File: src/rtl/i2cm_pkg.sv
// Shared widths, codes and reset values for the I2C master byte engine.
package i2cm_pkg;

  localparam int unsigned OP_W    = 3;
  localparam int unsigned BYTE_W  = 8;
  localparam int unsigned LIMIT_W = 8;
  localparam int unsigned PHASE_W = 4;
  localparam int unsigned BIT_W   = 4;

  localparam logic [LIMIT_W-1:0] ACK_LIMIT_RESET = 8'd12;
  localparam logic [BYTE_W-1:0]  MSB_MASK        = 8'h80;
  localparam logic [BIT_W-1:0]   BITS_PER_BYTE   = 4'd8;

  localparam logic [OP_W-1:0] OP_TICK      = 3'd0;
  localparam logic [OP_W-1:0] OP_START     = 3'd1;
  localparam logic [OP_W-1:0] OP_STOP      = 3'd2;
  localparam logic [OP_W-1:0] OP_WRITE     = 3'd3;
  localparam logic [OP_W-1:0] OP_READ_ACK  = 3'd4;
  localparam logic [OP_W-1:0] OP_READ_NACK = 3'd5;

endpackage

File: src/rtl/i2cm_if.sv
// Channel interfaces of the I2C master byte engine.
interface i2cm_cmd_if;
  logic                          valid;
  logic                          ready;
  logic [i2cm_pkg::OP_W-1:0]     op;
  logic [i2cm_pkg::BYTE_W-1:0]   wdata;
  logic                          sda_in;

  modport source (output valid, output op, output wdata, output sda_in, input ready);
  modport sink   (input valid, input op, input wdata, input sda_in, output ready);
endinterface

interface i2cm_res_if;
  logic                          valid;
  logic                          ready;
  logic                          scl;
  logic                          sda_out;
  logic                          busy_res;
  logic                          done_res;
  logic [i2cm_pkg::BYTE_W-1:0]   rdata;
  logic                          ack_ok;

  modport source (output valid, output scl, output sda_out, output busy_res,
                  output done_res, output rdata, output ack_ok, input ready);
  modport sink   (input valid, input scl, input sda_out, input busy_res,
                  input done_res, input rdata, input ack_ok, output ready);
endinterface

interface i2cm_cfg_if;
  logic                          valid;
  logic                          ready;
  logic [i2cm_pkg::LIMIT_W-1:0]  data;

  modport source (output valid, output data, input ready);
  modport sink   (input valid, input data, output ready);
endinterface

File: src/rtl/i2c_master_byte_engine.sv
// Top level: I2C master half-bit phase engine with registered result.
//
//   channel  direction  payload                                        transaction
//   cmd      in         op, wdata, sda_in                              valid & ready
//   res      out        scl, sda_out, busy_res, done_res, rdata, ack_ok valid & ready
//   cfg      in         ack_wait_limit (data)                          valid & ready
//
// One transaction on cmd is one bus tick and gives one res result, valid in
// the next cycle; a tick is taken every cycle while the result register is empty
// or draining. The phase update is a single pass of combinational logic from
// the state registers to the result register. A stalled res holds its result
// and back-pressures cmd. Reset (rst, synchronous) idles the engine, releases
// both lines and loads ack_wait_limit with 12; no clearing pass is needed.
module i2c_master_byte_engine (
  input  logic              clk,
  input  logic              rst,
  i2cm_cmd_if.sink          cmd,
  i2cm_res_if.source        res,
  i2cm_cfg_if.sink          cfg
);

  localparam logic [i2cm_pkg::PHASE_W-1:0] PH_IDLE    = 4'd0;
  localparam logic [i2cm_pkg::PHASE_W-1:0] PH_ST_B    = 4'd1;
  localparam logic [i2cm_pkg::PHASE_W-1:0] PH_ST_C    = 4'd2;
  localparam logic [i2cm_pkg::PHASE_W-1:0] PH_SP_B    = 4'd3;
  localparam logic [i2cm_pkg::PHASE_W-1:0] PH_SP_C    = 4'd4;
  localparam logic [i2cm_pkg::PHASE_W-1:0] PH_W_LO    = 4'd5;
  localparam logic [i2cm_pkg::PHASE_W-1:0] PH_W_HI    = 4'd6;
  localparam logic [i2cm_pkg::PHASE_W-1:0] PH_WA_LO   = 4'd7;
  localparam logic [i2cm_pkg::PHASE_W-1:0] PH_WA_HI   = 4'd8;
  localparam logic [i2cm_pkg::PHASE_W-1:0] PH_WA_WAIT = 4'd9;
  localparam logic [i2cm_pkg::PHASE_W-1:0] PH_R_HI    = 4'd10;
  localparam logic [i2cm_pkg::PHASE_W-1:0] PH_R_LO    = 4'd11;
  localparam logic [i2cm_pkg::PHASE_W-1:0] PH_RA_HI   = 4'd12;
  localparam logic [i2cm_pkg::PHASE_W-1:0] PH_RA_END  = 4'd13;

  logic [i2cm_pkg::LIMIT_W-1:0] ack_wait_limit;
  logic [i2cm_pkg::PHASE_W-1:0] phase, phase_next;
  logic [i2cm_pkg::OP_W-1:0]    active_command, active_command_next;
  logic [i2cm_pkg::BIT_W-1:0]   bit_count, bit_count_next;
  logic [i2cm_pkg::BYTE_W-1:0]  shift_byte, shift_byte_next;
  logic [i2cm_pkg::LIMIT_W-1:0] ack_wait_count, ack_wait_count_next;
  logic                         line_scl, line_scl_next;
  logic                         line_sda, line_sda_next;
  logic                         last_ack, last_ack_next;
  logic [i2cm_pkg::BYTE_W-1:0]  read_reg, read_reg_next;
  logic                         done_next;

  logic                         res_valid;
  logic                         accept;

  assign cmd.ready = !res_valid || res.ready;
  assign accept    = cmd.valid && cmd.ready;
  assign cfg.ready = 1'b1;
  assign res.valid = res_valid;

  always_comb begin
    logic [i2cm_pkg::BIT_W-1:0] bit_inc;
    bit_inc             = bit_count + 4'd1;
    phase_next          = phase;
    active_command_next = active_command;
    bit_count_next      = bit_count;
    shift_byte_next     = shift_byte;
    ack_wait_count_next = ack_wait_count;
    line_scl_next       = line_scl;
    line_sda_next       = line_sda;
    last_ack_next       = last_ack;
    read_reg_next       = read_reg;
    done_next           = 1'b0;

    if (phase == PH_IDLE) begin
      unique case (cmd.op)
        i2cm_pkg::OP_START: begin
          line_scl_next       = 1'b1;
          line_sda_next       = 1'b1;
          phase_next          = PH_ST_B;
          active_command_next = cmd.op;
        end
        i2cm_pkg::OP_STOP: begin
          line_scl_next       = 1'b0;
          line_sda_next       = 1'b0;
          phase_next          = PH_SP_B;
          active_command_next = cmd.op;
        end
        i2cm_pkg::OP_WRITE: begin
          shift_byte_next     = cmd.wdata;
          bit_count_next      = '0;
          ack_wait_count_next = '0;
          line_scl_next       = 1'b0;
          line_sda_next       = |(cmd.wdata & i2cm_pkg::MSB_MASK);
          phase_next          = PH_W_HI;
          active_command_next = cmd.op;
        end
        i2cm_pkg::OP_READ_ACK, i2cm_pkg::OP_READ_NACK: begin
          shift_byte_next     = '0;
          bit_count_next      = '0;
          line_scl_next       = 1'b0;
          line_sda_next       = 1'b1;
          phase_next          = PH_R_HI;
          active_command_next = cmd.op;
        end
        default: begin
        end
      endcase
    end else begin
      unique case (phase)
        PH_ST_B: begin
          line_sda_next = 1'b0;
          phase_next    = PH_ST_C;
        end
        PH_ST_C: begin
          line_scl_next = 1'b0;
          done_next     = 1'b1;
        end
        PH_SP_B: begin
          line_scl_next = 1'b1;
          phase_next    = PH_SP_C;
        end
        PH_SP_C: begin
          line_sda_next = 1'b1;
          done_next     = 1'b1;
        end
        PH_W_LO: begin
          line_scl_next = 1'b0;
          line_sda_next = |(shift_byte & i2cm_pkg::MSB_MASK);
          phase_next    = PH_W_HI;
        end
        PH_W_HI: begin
          line_scl_next   = 1'b1;
          shift_byte_next = {shift_byte[i2cm_pkg::BYTE_W-2:0], 1'b0};
          bit_count_next  = bit_inc;
          phase_next      = (bit_inc >= i2cm_pkg::BITS_PER_BYTE) ? PH_WA_LO : PH_W_LO;
        end
        PH_WA_LO: begin
          line_scl_next = 1'b0;
          line_sda_next = 1'b1;
          phase_next    = PH_WA_HI;
        end
        PH_WA_HI: begin
          line_scl_next       = 1'b1;
          ack_wait_count_next = '0;
          phase_next          = PH_WA_WAIT;
        end
        PH_WA_WAIT: begin
          priority if (!cmd.sda_in) begin
            line_scl_next = 1'b0;
            last_ack_next = 1'b1;
            done_next     = 1'b1;
          end else if (ack_wait_count >= ack_wait_limit) begin
            line_scl_next = 1'b0;
            last_ack_next = 1'b0;
            done_next     = 1'b1;
          end else begin
            ack_wait_count_next = ack_wait_count + 8'd1;
          end
        end
        PH_R_HI: begin
          line_scl_next   = 1'b1;
          shift_byte_next = {shift_byte[i2cm_pkg::BYTE_W-2:0], cmd.sda_in};
          bit_count_next  = bit_inc;
          phase_next      = PH_R_LO;
        end
        PH_R_LO: begin
          line_scl_next = 1'b0;
          if (bit_count >= i2cm_pkg::BITS_PER_BYTE) begin
            line_sda_next = (active_command == i2cm_pkg::OP_READ_ACK) ? 1'b0 : 1'b1;
            phase_next    = PH_RA_HI;
          end else begin
            phase_next    = PH_R_HI;
          end
        end
        PH_RA_HI: begin
          line_scl_next = 1'b1;
          phase_next    = PH_RA_END;
        end
        PH_RA_END: begin
          line_scl_next = 1'b0;
          read_reg_next = shift_byte;
          done_next     = 1'b1;
        end
        default: begin
          phase_next          = PH_IDLE;
          active_command_next = i2cm_pkg::OP_TICK;
        end
      endcase
      if (done_next) begin
        phase_next          = PH_IDLE;
        active_command_next = i2cm_pkg::OP_TICK;
      end
    end
  end

  always_ff @(posedge clk) begin
    if (rst) begin
      ack_wait_limit <= i2cm_pkg::ACK_LIMIT_RESET;
    end else if (cfg.valid && cfg.ready) begin
      ack_wait_limit <= cfg.data;
    end
  end

  always_ff @(posedge clk) begin
    if (rst) begin
      phase          <= PH_IDLE;
      active_command <= i2cm_pkg::OP_TICK;
      bit_count      <= '0;
      shift_byte     <= '0;
      ack_wait_count <= '0;
      line_scl       <= 1'b1;
      line_sda       <= 1'b1;
      last_ack       <= 1'b0;
      read_reg       <= '0;
      res_valid      <= 1'b0;
    end else begin
      if (accept) begin
        phase          <= phase_next;
        active_command <= active_command_next;
        bit_count      <= bit_count_next;
        shift_byte     <= shift_byte_next;
        ack_wait_count <= ack_wait_count_next;
        line_scl       <= line_scl_next;
        line_sda       <= line_sda_next;
        last_ack       <= last_ack_next;
        read_reg       <= read_reg_next;
      end
      if (accept) begin
        res_valid <= 1'b1;
      end else if (res.ready) begin
        res_valid <= 1'b0;
      end
    end
  end

  always_ff @(posedge clk) begin
    if (accept) begin
      res.scl      <= line_scl_next;
      res.sda_out  <= line_sda_next;
      res.busy_res <= (phase_next != PH_IDLE);
      res.done_res <= done_next;
      res.rdata    <= read_reg_next;
      res.ack_ok   <= last_ack_next;
    end
  end

endmodule

File: src/flat_wrapper.sv
// flat-port wrapper written by rule: the top's interface ports become plain ports
module i2c_master_byte_engine_flat 
  (clk, rst, cmd_valid, cmd_op, cmd_wdata, cmd_sda_in, cmd_ready, res_valid, res_scl, res_sda_out, res_busy_res, res_done_res, res_rdata, res_ack_ok, res_ready, cfg_valid, cfg_data, cfg_ready);
  i2cm_cmd_if cmd_i ();
  i2cm_res_if res_i ();
  i2cm_cfg_if cfg_i ();
  input  logic clk;
  input  logic rst;
  input wire logic [$bits(cmd_i.valid)-1:0] cmd_valid;
  input wire logic [$bits(cmd_i.op)-1:0] cmd_op;
  input wire logic [$bits(cmd_i.wdata)-1:0] cmd_wdata;
  input wire logic [$bits(cmd_i.sda_in)-1:0] cmd_sda_in;
  output wire logic [$bits(cmd_i.ready)-1:0] cmd_ready;
  output wire logic [$bits(res_i.valid)-1:0] res_valid;
  output wire logic [$bits(res_i.scl)-1:0] res_scl;
  output wire logic [$bits(res_i.sda_out)-1:0] res_sda_out;
  output wire logic [$bits(res_i.busy_res)-1:0] res_busy_res;
  output wire logic [$bits(res_i.done_res)-1:0] res_done_res;
  output wire logic [$bits(res_i.rdata)-1:0] res_rdata;
  output wire logic [$bits(res_i.ack_ok)-1:0] res_ack_ok;
  input wire logic [$bits(res_i.ready)-1:0] res_ready;
  input wire logic [$bits(cfg_i.valid)-1:0] cfg_valid;
  input wire logic [$bits(cfg_i.data)-1:0] cfg_data;
  output wire logic [$bits(cfg_i.ready)-1:0] cfg_ready;
  assign cmd_i.valid = cmd_valid;
  assign cmd_i.op = cmd_op;
  assign cmd_i.wdata = cmd_wdata;
  assign cmd_i.sda_in = cmd_sda_in;
  assign cmd_ready = cmd_i.ready;
  assign res_valid = res_i.valid;
  assign res_scl = res_i.scl;
  assign res_sda_out = res_i.sda_out;
  assign res_busy_res = res_i.busy_res;
  assign res_done_res = res_i.done_res;
  assign res_rdata = res_i.rdata;
  assign res_ack_ok = res_i.ack_ok;
  assign res_i.ready = res_ready;
  assign cfg_i.valid = cfg_valid;
  assign cfg_i.data = cfg_data;
  assign cfg_ready = cfg_i.ready;
  i2c_master_byte_engine u_core (.clk(clk), .rst(rst), .cmd(cmd_i), .res(res_i), .cfg(cfg_i));
endmodule
File: config.mk
export PLATFORM = sky130hd
export DESIGN_NAME = i2c_master_byte_engine_flat
export DESIGN_NICKNAME = d
export VERILOG_FILES = /design/src/rtl/i2cm_pkg.sv /design/src/rtl/i2cm_if.sv /design/src/rtl/i2c_master_byte_engine.sv /design/src/flat_wrapper.sv
export SDC_FILE = /design/constraint.sdc
export NUM_CORES = 1
export LEC_CHECK = 0
export CORE_MARGIN = 4
export CORE_UTILIZATION = 55
export CTS_CLUSTER_SIZE = 40
export DETAILED_ROUTE_END_ITERATION = 7
export DONT_BUFFER_PORTS = 1
export GPL_TIMING_DRIVEN = 0
export PLACE_DENSITY = 0.76
export SLEW_MARGIN = 20
export SYNTH_ARGS = -nofsm -noshare
export SYNTH_HDL_FRONTEND = slang
export SYNTH_SLANG_ARGS = --single-unit
File: constraint.sdc
create_clock -name clk -period 3.7 [get_ports clk]
set_input_delay 0 -clock clk [delete_from_list [all_inputs] [get_ports clk]]
set_output_delay 0 -clock clk [all_outputs]
set_load 0.05 [all_outputs]
==> metrics.txt, run 1 <==
Vias=2950; Max IR drop VDD=0.367 mV; Worst Setup Slack post-DPL=582 ps; final hold vios=0; Switching Fraction=0.280; Static Leak=1.44 nW; Combinational Power Share=0.155; slowest stage cell, crit path=dlygate4sd3_1; HPWL Detailed=5570 um; I/O Buffers=0; clk sink count=60; crit start category=flop; pwr dens=466 mW/mm^2; Finished Cell Area=0.00372 mm^2; register share of total power=0.441; placed cell area=0.00330 mm^2; Die W=84.4 um; CP peak stage delay=580 ps; first-pass GRT wire length=13900 um; Yosys top cell by area=dfxtp_1; Syn Area/Cell=8.48 um^2; mapped cell area=0.00321 mm^2; Worst Hold Class=in -> reg; kind of critical path=reg -> reg; Post-layout nets=444; Area Overhead vs Synth=16.0%; Slew @ Worst Pin=665 ps; RePlAce Congestion=0.963; Avg WL per Cell=16.9 um; post-route minimum period=3020 ps; post-synthesis sequential area ratio=0.415; Yosys cell types=53; DRT Pass-1 Iters=5; Worst Path Buf+Inv=3; antenna violations before repair=0; ys flop type=dfxtp_1; Final Slew Violations=0; Die Y-Extent=84.4 um; RSZ-0062 raised after global routing=false; Clk network pwr share=0.404; FP Rows=27; full die area=0.00712 mm^2; Core Area=0.00557 mm^2; Synth async-reset ratio=0; Net Count, Synth=414; max_cap viols=0; Min Hold Slack=30.4 ps; Clock transition at path regs=80 ps; Inserted Clock Buffers=9; Internal=1.25 mW; Skew-Pair Late Insertion Delay=340 ps; CTS max path bufs=2; post-synth top area share=0.293; CTS root buf=clkbuf_8; Tot Pwr=1.73 mW; largest net degree at the start of global routing=23; GRT Total Usage=0.245; clock skew=13.3 ps; vias in the first global route=2817; Synth Instances=378; Slew headroom=0.553; Initial Util=0.575; number of flops mapped to enable cells by yosys=13; worst path cell trace=nand2b_1 -> nand2_1 -> clkbuf_1 -> a211oi_2 -> buf_4 -> nor2_1 -> a311oi_1 -> dlygate4sd3_1; GRT overflow=0; outcome=completed; Initial DRC Count=311; Crit path max-delay family=buffers and inverters; synthesized flop and latch total=60; CP Capture Type=flop; drt drc=0; Ports=41; critical path arrival=3300 ps; Total Routed Length=8210 um; count of final setup violators=0; Sw Pwr=0.485 mW; Ys Warns=0; number of antenna-violating nets in the routed design=0; H-Tree Depth=3; critical-path maximum fanout=10; layout cell share with drive strength beyond 1=0.0872; CTS tree=yes; routed vias/inst=6.07; postcts setup bufs=0; final setup margin=680 ps; f_max=0.331 GHz; final worst-path cycle share=0.816; top cells by area, synth=dfxtp_1 29%, edfxtp_1 12%, nand2_1 5.4%, nand3_1 4.4%, ha_1 4.3%; TNS Setup=0 ps; WP data required=3980 ps
[area by class of cell]
cell class | count | area [um^2]
Sequential cell | 60 | 1330
Multi-Input combinational cell | 272 | 1680
Timing Repair Buffer | 19 | 190
Tap cell | 72 | 90.1
Fill cell | 466 | 1850
Clock buffer | 10 | 128
Buffer | 28 | 131
Inverter | 18 | 67.6
Clock inverter | 6 | 103
Antenna cell | 1 | 2.50
[layer usage]
layer  up-vias  share of wire  track usage
li1       1406              -            -
met3        11          0.075       0.0687
met4         0          0.014       0.0734
met2       140           0.50        0.407
met1      1393           0.42        0.311
met5         -              0            0
[metrics by stage]
stage	cells	util
finish	486	0.668
global route	485	0.667
CTS	485	0.667
detailed placement	450	0.591
global placement	450	0.591
floorplan	378	-
[worst register-to-register path, delay by kind of cell (launching register included)]
family / cells / cell delay (ps)
buffers and inverters: 3 / 1120
AND/OR/NAND/NOR: 3 / 760
AO/OA/AOI/OAI: 2 / 600
flip-flops: 1 / 480
[power groups by stage]
| stage | Combinational [mW] | Clock (mW) | Sequential [mW] |
|---|---|---|---|
| 2_1_floorplan | 0.191 | 0 | 0.771 |
| 3_3_place_gp | 0.241 | 0 | 0.777 |
| 3_5_place_dp | 0.243 | 0 | 0.779 |
| 4_1_cts | 0.262 | 0.705 | 0.765 |
| 5_1_grt | 0.297 | 0.740 | 0.767 |
| 6_report | 0.269 | 0.700 | 0.765 |
[cells in the mapped netlist, types with 6 or more instances]
cell,n
nor2b_1,11
dfxtp_1,47
nand3_1,28
o22a_1,6
ha_1,11
nand2_1,46
clkbuf_1,15
edfxtp_1,13
inv_1,18
a311oi_1,8
o21ai_0,18
mux2_2,9
a21oi_1,24
and3_1,9
nor2_1,34
mux2i_1,8
[final timing paths]
kind	from	cells past startpoint	slack, ps	end
max reg2reg	u_core.res.valid	8	680	u_core.shift_byte[0]
max	u_core.res.valid	8	680	u_core.shift_byte[0]
min	cmd_sda_in	3	30	u_core.last_ack
min reg2reg	u_core.read_reg[3]	2	450	u_core.read_reg[3]
[cell families (layout without fill, tap and decap cells)]
| logic type | Yosys count | after routing | share of synthesized area |
|---|---|---|---|
| multiplexers | 17 | 17 | 0.0566 |
| AO/OA/AOI/OAI | 89 | 89 | 0.187 |
| flip-flops | 60 | 60 | 0.415 |
| XOR/XNOR | 4 | 4 | 0.0109 |
| adder cells (fa/ha/maj) | 11 | 11 | 0.0429 |
| buffers and inverters | 46 | 81 | 0.0616 |
| other | 1 | 2 | 0.00117 |
| AND/OR/NAND/NOR | 150 | 150 | 0.224 |
[placed cells by master (no fill, tap or decap), drive strengths merged, types with 12 or more instances in the layout]
cell type,netlist,routed
a21oi,24,24
dlygate4sd3,0,19
clkbuf,15,26
nor2,34,34
inv,18,18
dfxtp,47,47
nand2,46,46
edfxtp,13,13
o21ai,20,20
buf,13,12
nand3,28,28
[timing repair]
| item | CTS | global route |
|---|---|---|
| hold buffers | 19 | 0 |
| resized for setup | 0 | 0 |
| endpoints found under the setup margin | 0 | 0 |
| hold endpoints to repair | 18 | 0 |
No activity file was read; power rests on OpenSTA's default activity.
==> run 2: changes to the inputs <==
Settings changed: PLACE_DENSITY 0.76 to 0.79.
Clock period 3.7 ns to 2.6 ns, I/O delays scaled along.
==> metrics.txt, run 2 (synthesis gave the netlist of run 1 again) <==
outcome=completed; H-Tree Depth=3; I/O Buffers=0; Slew @ Worst Pin=594 ps; count of final setup violators=0; placed cell area=0.00330 mm^2; multi-input logic area=0.00168 mm^2; RePlAce Congestion=0.970; Area Overhead vs Synth=15.6%; routed vias/inst=6.00; DRT Pass-1 Iters=5; full die area=0.00712 mm^2; Avg WL per Cell=16.4 um; Worst Hold Endpoint=u_core.last_ack; kind of critical path=reg -> reg; worst-case reg-to-reg path depth=7; Slew headroom=0.600; Core Area=0.00557 mm^2; Initial Util=0.575; f_max=0.429 GHz; final core occ=0.665; flop2flop setup slack=270 ps; Skew-Pair Late Insertion Delay=350 ps; Min Hold Slack=31.0 ps; antenna violations before repair=0; pwr dens=638 mW/mm^2; post-route minimum period=2330 ps; critical-path maximum fanout=22; max_cap viols=0; Worst Path Buf+Inv=3; crit start category=flop; Combinational Power Share=0.159; Worst R2R End=u_core.read_reg[0]; CTS root buf=clkbuf_8; routed wl met2=3720 um; routed wl met3=533 um; first-pass GRT wire length=13500 um; largest net degree at the start of global routing=23; final hold vios=0; Max IR drop VDD=0.465 mV; Post-layout nets=444; CTS max path bufs=2; Die W=84.4 um; final setup margin=267 ps; Clk network pwr share=0.381; Internal=1.68 mW; Vias=2911; Fillers=468; Clock transition at path regs=70 ps; clk sink count=60; clock skew=3.62 ps; FP Rows=27; Worst Hold Class=in -> reg; Static Leak=1.43 nW; highest metal used=met4; Inserted Clock Buffers=9; Total Routed Length=7970 um; WP data required=2870 ps; leading cell types in the layout, fill and taps excluded=46 x nand2_1, 46 x dfxtp_1, 34 x nor2_1; vias in the first global route=2832; CP Capture Type=flop; hold path depth=3; RSZ-0062 raised after global routing=false; Initial DRC Count=323; worst path cell trace=nand2b_2 -> nand2_1 -> inv_1 -> buf_2 -> buf_2 -> nand2_1 -> a21oi_1; Switching Fraction=0.290; Finished Cell Area=0.00371 mm^2; critical path arrival=2610 ps; final worst-path cycle share=0.897; Worst Setup Slack post-DPL=-539 ps; Reg area=0.00133 mm^2; GRT overflow=0; slowest stage cell, crit path=buf_2; HPWL Detailed=5440 um; Final Slew Violations=0; postcts setup bufs=0; Ports=41; Diodes inserted=0; CP peak stage delay=460 ps; GRT Total Usage=0.238; Crit path max-delay family=buffers and inverters; FF-to-FF Start=u_core.res.valid; Post-Route M1 WL=3460 um; Hold Path Origin=cmd_sda_in; register share of total power=0.459; drt drc=0; number of antenna-violating nets in the routed design=0; Die Y-Extent=84.4 um; Sw Pwr=0.686 mW; Tot Pwr=2.37 mW; layout cell share with drive strength beyond 1=0.0920; CTS tree=yes
## run 2: changes by cell type in the layout (fill, tap and decap cells not counted), sizes merged
cell and change:
clkinvlp +1, bufinv -1, dlygate4sd3 +1, buf +1, diode -1, clkbuf -2
## run 2: cell type report
| class | count | area share |
|---|---|---|
| Inverter | 18 | 0.0182 |
| Sequential cell | 60 | 0.360 |
| Tap cell | 72 | 0.0243 |
| Buffer | 27 | 0.0344 |
| Timing Repair Buffer | 20 | 0.0540 |
| Clock inverter | 6 | 0.0216 |
| Clock buffer | 10 | 0.0344 |
| Multi-Input combinational cell | 272 | 0.453 |
## run 2: tightest hold or removal path, delay by kind of cell
family / cells / cell delay [ps]
and+or+nand+nor: 1 / 70
AOI/OAI and AO/OA: 2 / 260
## run 2: power by group through the flow
stage               Combinational, mW  Sequential [mW]  Clock, mW
floorplan                       0.271             1.10          0
global placement                0.337             1.11          0
detailed placement              0.343             1.11          0
CTS                             0.371             1.09      0.909
global route                    0.418             1.09      0.957
finish                          0.377             1.09      0.902
## run 2: per-layer routing
metal,GRT usage,up-vias
li1,-,1411
met1,0.298,1356
met2,0.379,119
met3,0.0726,25
met4,0.105,0
met5,0,-
## run 2: repair_timing
item	4_1_cts	5_1_grt
resized for setup	4	2
endpoints found under the setup margin	32	22
hold buffers	20	0
hold endpoints to repair	19	0
## run 2: worst max path at each step
stage / from / to / slack (ps) / cells past startpoint
after floorplan: u_core.res.valid / u_core.res.ack_ok / 90 / 6
after global placement: u_core.res.valid / u_core.res.busy_res / -460 / 6
after detailed placement: u_core.res.valid / u_core.read_reg[7] / -540 / 8
after CTS: u_core.res.valid / u_core.read_reg[0] / 30 / 8
after global routing: u_core.res.valid / u_core.read_reg[0] / 80 / 7
final: u_core.res.valid / u_core.read_reg[0] / 270 / 7
## run 2: through the flow
| stage | setup TNS [ps] | instances |
|---|---|---|
| 4_1_cts | 0 | 486 |
| 5_1_grt | 0 | 485 |
| 2_1_floorplan | 0 | 378 |
| 3_3_place_gp | -9850 | 450 |
| 6_report | 0 | 485 |
| 3_5_place_dp | -11970 | 450 |
